$ cat src/rtl/bfa_pkg.sv
`timescale 1ns / 1ps
// ----------------------------------------------------------------------------
// bfa_pkg
// Shared constants, codes and types of the bitmap page frame allocator.
// ----------------------------------------------------------------------------
package bfa_pkg;

  // Bitmap geometry
  localparam int FRAME_COUNT = 65536;
  localparam int WORD_BITS   = 32;
  localparam int WORD_COUNT  = (FRAME_COUNT + WORD_BITS - 1) / WORD_BITS;
  localparam int WORD_AW     = $clog2(WORD_COUNT);
  localparam int PTR_W       = WORD_AW + 1;
  localparam int BIT_W       = $clog2(WORD_BITS);

  // Field widths
  localparam int PAGE_SHIFT = 12;
  localparam int ADDR_W     = 32;
  localparam int CFG_W      = 17;
  localparam int CFG_IDX_W  = 1;
  localparam int CMD_W      = 2;
  localparam int STATUS_W   = 2;

  localparam logic [CFG_W-1:0] START_RESET = CFG_W'(4096);
  localparam logic [CFG_W-1:0] END_RESET   = CFG_W'(16384);

  // Configuration register indexes
  localparam logic [CFG_IDX_W-1:0] REG_FREE_START = 1'b0;
  localparam logic [CFG_IDX_W-1:0] REG_FREE_END   = 1'b1;

  typedef logic [WORD_BITS-1:0] word_t;

  typedef enum logic [CMD_W-1:0] {
    CMD_ALLOC = 2'd0,
    CMD_FREE  = 2'd1,
    CMD_INIT  = 2'd2,
    CMD_NOP   = 2'd3
  } cmd_t;

  typedef enum logic [STATUS_W-1:0] {
    STATUS_OK    = 2'd0,
    STATUS_OOM   = 2'd1,
    STATUS_RANGE = 2'd2
  } status_t;

  typedef enum logic [2:0] {
    ST_CLEAR,
    ST_IDLE,
    ST_SCAN,
    ST_FREE_RD,
    ST_FREE_WR,
    ST_INIT,
    ST_RESULT
  } state_t;

  // First free bit of a bitmap word
  typedef struct packed {
    logic             found;
    logic [BIT_W-1:0] bit_idx;
  } find_t;

endpackage

$ cat src/rtl/bfa_word_unit.sv
`timescale 1ns / 1ps
// ----------------------------------------------------------------------------
// bfa_word_unit
// Per-word bitmap logic shared by the alloc, free and init commands: init
// mask, first free bit, set and clear of one bit.
// ----------------------------------------------------------------------------
module bfa_word_unit
  import bfa_pkg::*;
(
  input  logic [PTR_W-1:0] word_idx,
  input  word_t            rd_word,
  input  logic [CFG_W-1:0] region_start,
  input  logic [CFG_W-1:0] region_end,
  input  logic [BIT_W-1:0] bit_sel,
  output word_t            init_word,
  output find_t            find,
  output word_t            set_word,
  output word_t            clear_word
);

  logic [CFG_W-1:0] end_c;
  logic [31:0]      w32;
  logic [31:0]      sw;
  logic [31:0]      ew;
  word_t            ge_mask;
  word_t            lt_mask;

  // Clamp the init range to the bitmap
  assign end_c = (32'(region_end) > 32'(FRAME_COUNT)) ? CFG_W'(FRAME_COUNT) : region_end;
  assign w32   = 32'(word_idx);
  assign sw    = 32'(region_start >> BIT_W);
  assign ew    = 32'(end_c >> BIT_W);

  always_comb begin
    if (w32 > sw) begin
      ge_mask = '1;
    end else if (w32 == sw) begin
      ge_mask = word_t'('1) << region_start[BIT_W-1:0];
    end else begin
      ge_mask = '0;
    end
    if (w32 < ew) begin
      lt_mask = '1;
    end else if (w32 == ew) begin
      lt_mask = ~(word_t'('1) << end_c[BIT_W-1:0]);
    end else begin
      lt_mask = '0;
    end
  end

  // Frames inside the range read as free, all others as used
  assign init_word = ~(ge_mask & lt_mask);

  // Lowest clear bit wins
  always_comb begin
    find = '0;
    for (int i = WORD_BITS - 1; i >= 0; i--) begin
      if (!rd_word[i]) begin
        find.found   = 1'b1;
        find.bit_idx = BIT_W'(i);
      end
    end
  end

  assign set_word   = rd_word | (word_t'(1) << find.bit_idx);
  assign clear_word = rd_word & ~(word_t'(1) << bit_sel);

endmodule
$ cat config.mk
export PLATFORM = sky130hd
export DESIGN_NAME = bfa_word_unit
export DESIGN_NICKNAME = d
export VERILOG_FILES = /design/src/rtl/bfa_pkg.sv /design/src/rtl/bfa_word_unit.sv
export SDC_FILE = /design/constraint.sdc
export NUM_CORES = 1
export LEC_CHECK = 0
export BUFFER_PORTS_ARGS = -buffer_cell sky130_fd_sc_hd__clkbuf_2
export CORE_ASPECT_RATIO = 1.4
export CORE_UTILIZATION = 46
export DETAILED_ROUTE_END_ITERATION = 8
export GPL_TIMING_DRIVEN = 0
export PLACE_DENSITY = 0.93
export SLEW_MARGIN = 20
export SYNTH_ARGS = -nofsm -noshare
export SYNTH_HDL_FRONTEND = slang
export SYNTH_SLANG_ARGS = --single-unit
$ cat constraint.sdc
create_clock -name vclk -period 11.13
set_clock_uncertainty 0.15 [all_clocks]
set_input_delay 2.7825 -clock vclk [all_inputs]
set_output_delay 2.7825 -clock vclk [all_outputs]
set_load 0.03 [all_outputs]
After elaboration in Yosys (flattened, before gate mapping)

Index checks and enable logic that the tools add are counted.

Register bits after elaboration: 0
Output and inout port bits: 102
Logic and storage cells: 52

Shift-type cells: 4
Order comparisons: 3
Muxes and demuxes: 37
Equality and inequality tests: 2
Bitwise logic cells: 6

Operators with widths:

| cell                    | number |
|---|---|
| $mux W6                 | 32 |
| $mux W32                | 4 |
| $not A32 Y32            | 3 |
| $and A32 B32 Y32        | 2 |
| $shl A1 B5 Y32 const A  | 2 |
| $shl A32 B5 Y32 const A | 2 |
| $or A32 B32 Y32         | 1 |
| $eq A12 B12 Y1          | 2 |
| $gt A17 B17 Y1 const B  | 1 |
| $mux W17                | 1 |
| $gt A12 B12 Y1          | 1 |
| $lt A12 B12 Y1          | 1 |

Longest topological paths before layout

Depth after elaboration: 34
Gate-level depth with buffers: 11
Gate-level depth less buffers: 11

Worst setup path before layout

OpenSTA, ideal clock, no wires.

Path kind: input-to-output
Start: input port region_end[0]
End: output port init_word[9]
Arrival: 5,635 ps
Setup slack: 2,563 ps
Data required time: 8,198 ps
Stages: 11
Path through: nor4_1 nand4_1 nand2_1 nand2_1 ha_1 nand3_1 o21bai_1 a21oi_1 o21a_1 nand2_1 o311ai_0

Cells in the longest elaborated chain, start to end: 8
Elaborated cells on any way between the ends: 10
Those cells by class: order compare (2); eq/ne (1); shift (1); mux (3); bitwise (3)

Ends and longest elaborated chain:

| element            | line                | text |
|---|---|---|
| start, declared    | bfa_word_unit.sv:13 | `input logic [CFG_W-1:0] region_end,` |
| $gt A17 B17 Y1     | bfa_word_unit.sv:29 | `assign end_c = (32'(region_end) > 32'(FRAME_COUNT)) ? CFG_W'(FRAME_COUNT) : region_end;` |
| $mux W17 *         | bfa_word_unit.sv:29 |  |
| $shl A32 B5 Y32    | bfa_word_unit.sv:45 | `lt_mask = ~(word_t'('1) << end_c[BIT_W-1:0]);` |
| $not A32 Y32       | bfa_word_unit.sv:45 |  |
| $mux W32           | bfa_word_unit.sv:44 | `end else if (w32 == ew) begin` |
| $mux W32 *         | bfa_word_unit.sv:42 | `if (w32 < ew) begin` |
| $and A32 B32 Y32 * | bfa_word_unit.sv:52 | `assign init_word = ~(ge_mask & lt_mask);` |
| $not A32 Y32 *     | bfa_word_unit.sv:52 |  |
| end, declared      | bfa_word_unit.sv:15 | `output word_t init_word,` |

Every way passes the cells marked *; elsewhere a longest branch is shown, timed or not.

Worst setup path in the final report

Start: input port region_end[0]
End: output port init_word[20]

Same word-level chain as after synthesis.

==> impl_metrics.yaml <==
status:
  run_status: "completed"
layout:
  nFlopsAndLatches: 0
  fill_cells: 470
  antenna_cells: 0
  area_growth_pct: 40.57
  seq_area_um2: 0
  clock_buffer_count: 0
  drive_gt1_share_pct: 36.54
  multi_input_area_um2: 2313
  final_util_pct: 67.40
  nNetsFinal: 681
synth:
  synth.top_cell.area_share_pct: 12.14
  synth_top_family_by_area: "compound AO/OA/AOI/OAI gates"
  avgSynthCellArea_um2: 6.375
  synth.area.top_cells: "ha_1 (12%), nand2_1 (8.5%), a21o_1 (5.8%)"
  yosysTopAreaCell: "ha_1"
  synth-seq-area-share_pct: 0
  synth_most_common_cell: "nand2_1"
  synth-compound-area-share_pct: 45.12
  synth_adder_area_share_pct: 12.14
  netlist_instances: 388
  synth-xor-area-share_pct: 0
  ys_types: 61
  yosysWarnings: 0
  syn_nets: 495
  synth.mux.area_fraction_pct: 0
  yosys-top-cells-count: "nand2_1 (56), nor2_1 (26), ha_1 (24), inv_1 (23), a21oi_1 (21)"
  yosys.area_share.simple_pct: 36.12
  netlist_area_um2: 2474
die:
  core_area_um2: 5159
  dieArea_um2: 5679
  start_util_pct: 47.95
  die_w_um: 63.98
  ios: 185
  rows: 31
  die_y_um: 88.77
sta:
  whs_ns: 5.818
  rsz0062_at_grt: "false"
  drv_slew: 0
  setup_violations: 0
  finalHoldViolCount: 0
  fin_ws_ns: 2.235
  slew-limit-headroom_pct: 40.20
  layout_min_cycle_time_ns: 8.895
  tightestPinTransition_ns: 0.8902
  fin_crit_sh_pct: 79.92
  setup-tns-final_ns: 0
  fmax_mhz: 112.4
job:
  max_cap_violations: 0
cts:
  post-cts-setup-buffer-count: 0
  holdBufCountCts: 0
  cts_resized: 0
power:
  combPwrFrac_pct: 100.0
  netSwitchingFraction_pct: 69.85
  p_int_w: 0.00006521
  netSwitchingPower_w: 0.0001511
  clkPwrFrac_pct: 0
  power_w: 0.0002163
  p_per_area_nw_per_um2: 62.20
  leakagePower_nw: 1.767
  ir_drop_mv: 0.05667
  seq_power_share_pct: 0
worst_hold_path:
  hp-class: "in -> out"
  hold_depth: 3
placement:
  gp_congestion: 0.9821
  hpwl_mm: 9.353
  numPortBuffers: 184
  preCtsSetupSlack_ns: 2.276
detailed_routing:
  wire_per_inst_um: 17.36
  wl_mm: 11.07
  drt_iter0_drc: 301
  avgViaCountPerCell: 6.326
  drc: 0
  drt_pass1_iterations: 5
  route.vias.total: 4036
  ant_nets: 0
worst_setup_path:
  cp_cell_sequence: "clkbuf_2 -> nor4_1 -> nand4_1 -> nand2_1 -> nand2_1 -> ha_1 -> nand3_1 -> nor4_2 -> a21boi_0 -> o21ai_1 -> and2b_1 -> o311ai_0 -> clkbuf_2"
  crit_fanout: 8
  critical_path_class: "in -> out"
  arrival_ns: 5.96
  critPathCaptureType: "output port"
  start_kind: "primary input"
  critPathRequiredTime_ns: 8.20
  slowest_delay_ns: 0.48
  cp.depth: 13
  crit_slowest_cell: "nor4_2"
  path_buf_inv: 2
  path_delay_family: "simple AND/OR/NAND/NOR gates"
global_routing:
  gr-total-overflow: 0
  grt_pass1_vias: 3680
  track_usage_pct: 37.30
  grt_max_degree: 11
  grt_pass1_wl_mm: 17.02
  antenna_found_initial: 0
## cell usage in the layout, fill, tap and decap left out, drive strengths merged, types with 12 or more instances in the layout
cell type | synthesis | routed
a21boi | 20 | 20
a21o | 19 | 19
a21oi | 21 | 21
clkbuf | 10 | 194
ha | 24 | 24
inv | 24 | 24
nand2 | 57 | 57
nand3 | 16 | 16
nor2 | 29 | 29
o21a | 12 | 12
o21ai | 18 | 18
o221ai | 15 | 15
## stage by stage
| stage | instances | cell area, um^2 |
|---|---|---|
| after floorplan | 388 | 2474 |
| after global placement | 638 | 3477 |
| after global routing | 638 | 3477 |
| final | 638 | 3477 |
| after detailed placement | 638 | 3477 |
| after CTS | 638 | 3477 |
## logic make-up after synthesis
kind of cell             count (synthesis)
AND/OR/NAND/NOR                        172
other                                    1
buffers and inverters                   39
adder cells (fa/ha/maj)                 24
AO/OA/AOI/OAI                          152
## cell type report
cell class	instances	share of cell area [%]
Buffer	15	1.943
Timing Repair Buffer	184	26.48
Inverter	24	2.663
Tap cell	66	2.375
Multi-Input combinational cell	349	66.53
## final timing paths
kind	slack (ns)	startpoint	to
worst min-delay path	5.82	rd_word[26]	clear_word[26]
worst max-delay path	2.24	region_end[0]	init_word[20]
## per-layer routing
layer	GRT usage (%)	routed length (um)	vias up	share of wire [%]
met5	0	0	-	0
met4	23.14	633	0	5.7
met3	3.351	850	62	7.7
met1	37.56	3856	1823	35
met2	73.11	5731	297	52
li1	-	-	1854	-
## power groups by stage
| stage | sequential, W | clock (W) | combinational (W) |
|---|---|---|---|
| final | 0 | 0 | 0.000216 |
| after detailed placement | 0 | 0 | 0.000212 |
| after floorplan | 0 | 0 | 0.000138 |
| after global placement | 0 | 0 | 0.000211 |
| after global routing | 0 | 0 | 0.000230 |
| after CTS | 0 | 0 | 0.000213 |
Note: power is estimated with default switching activity, not from simulation.
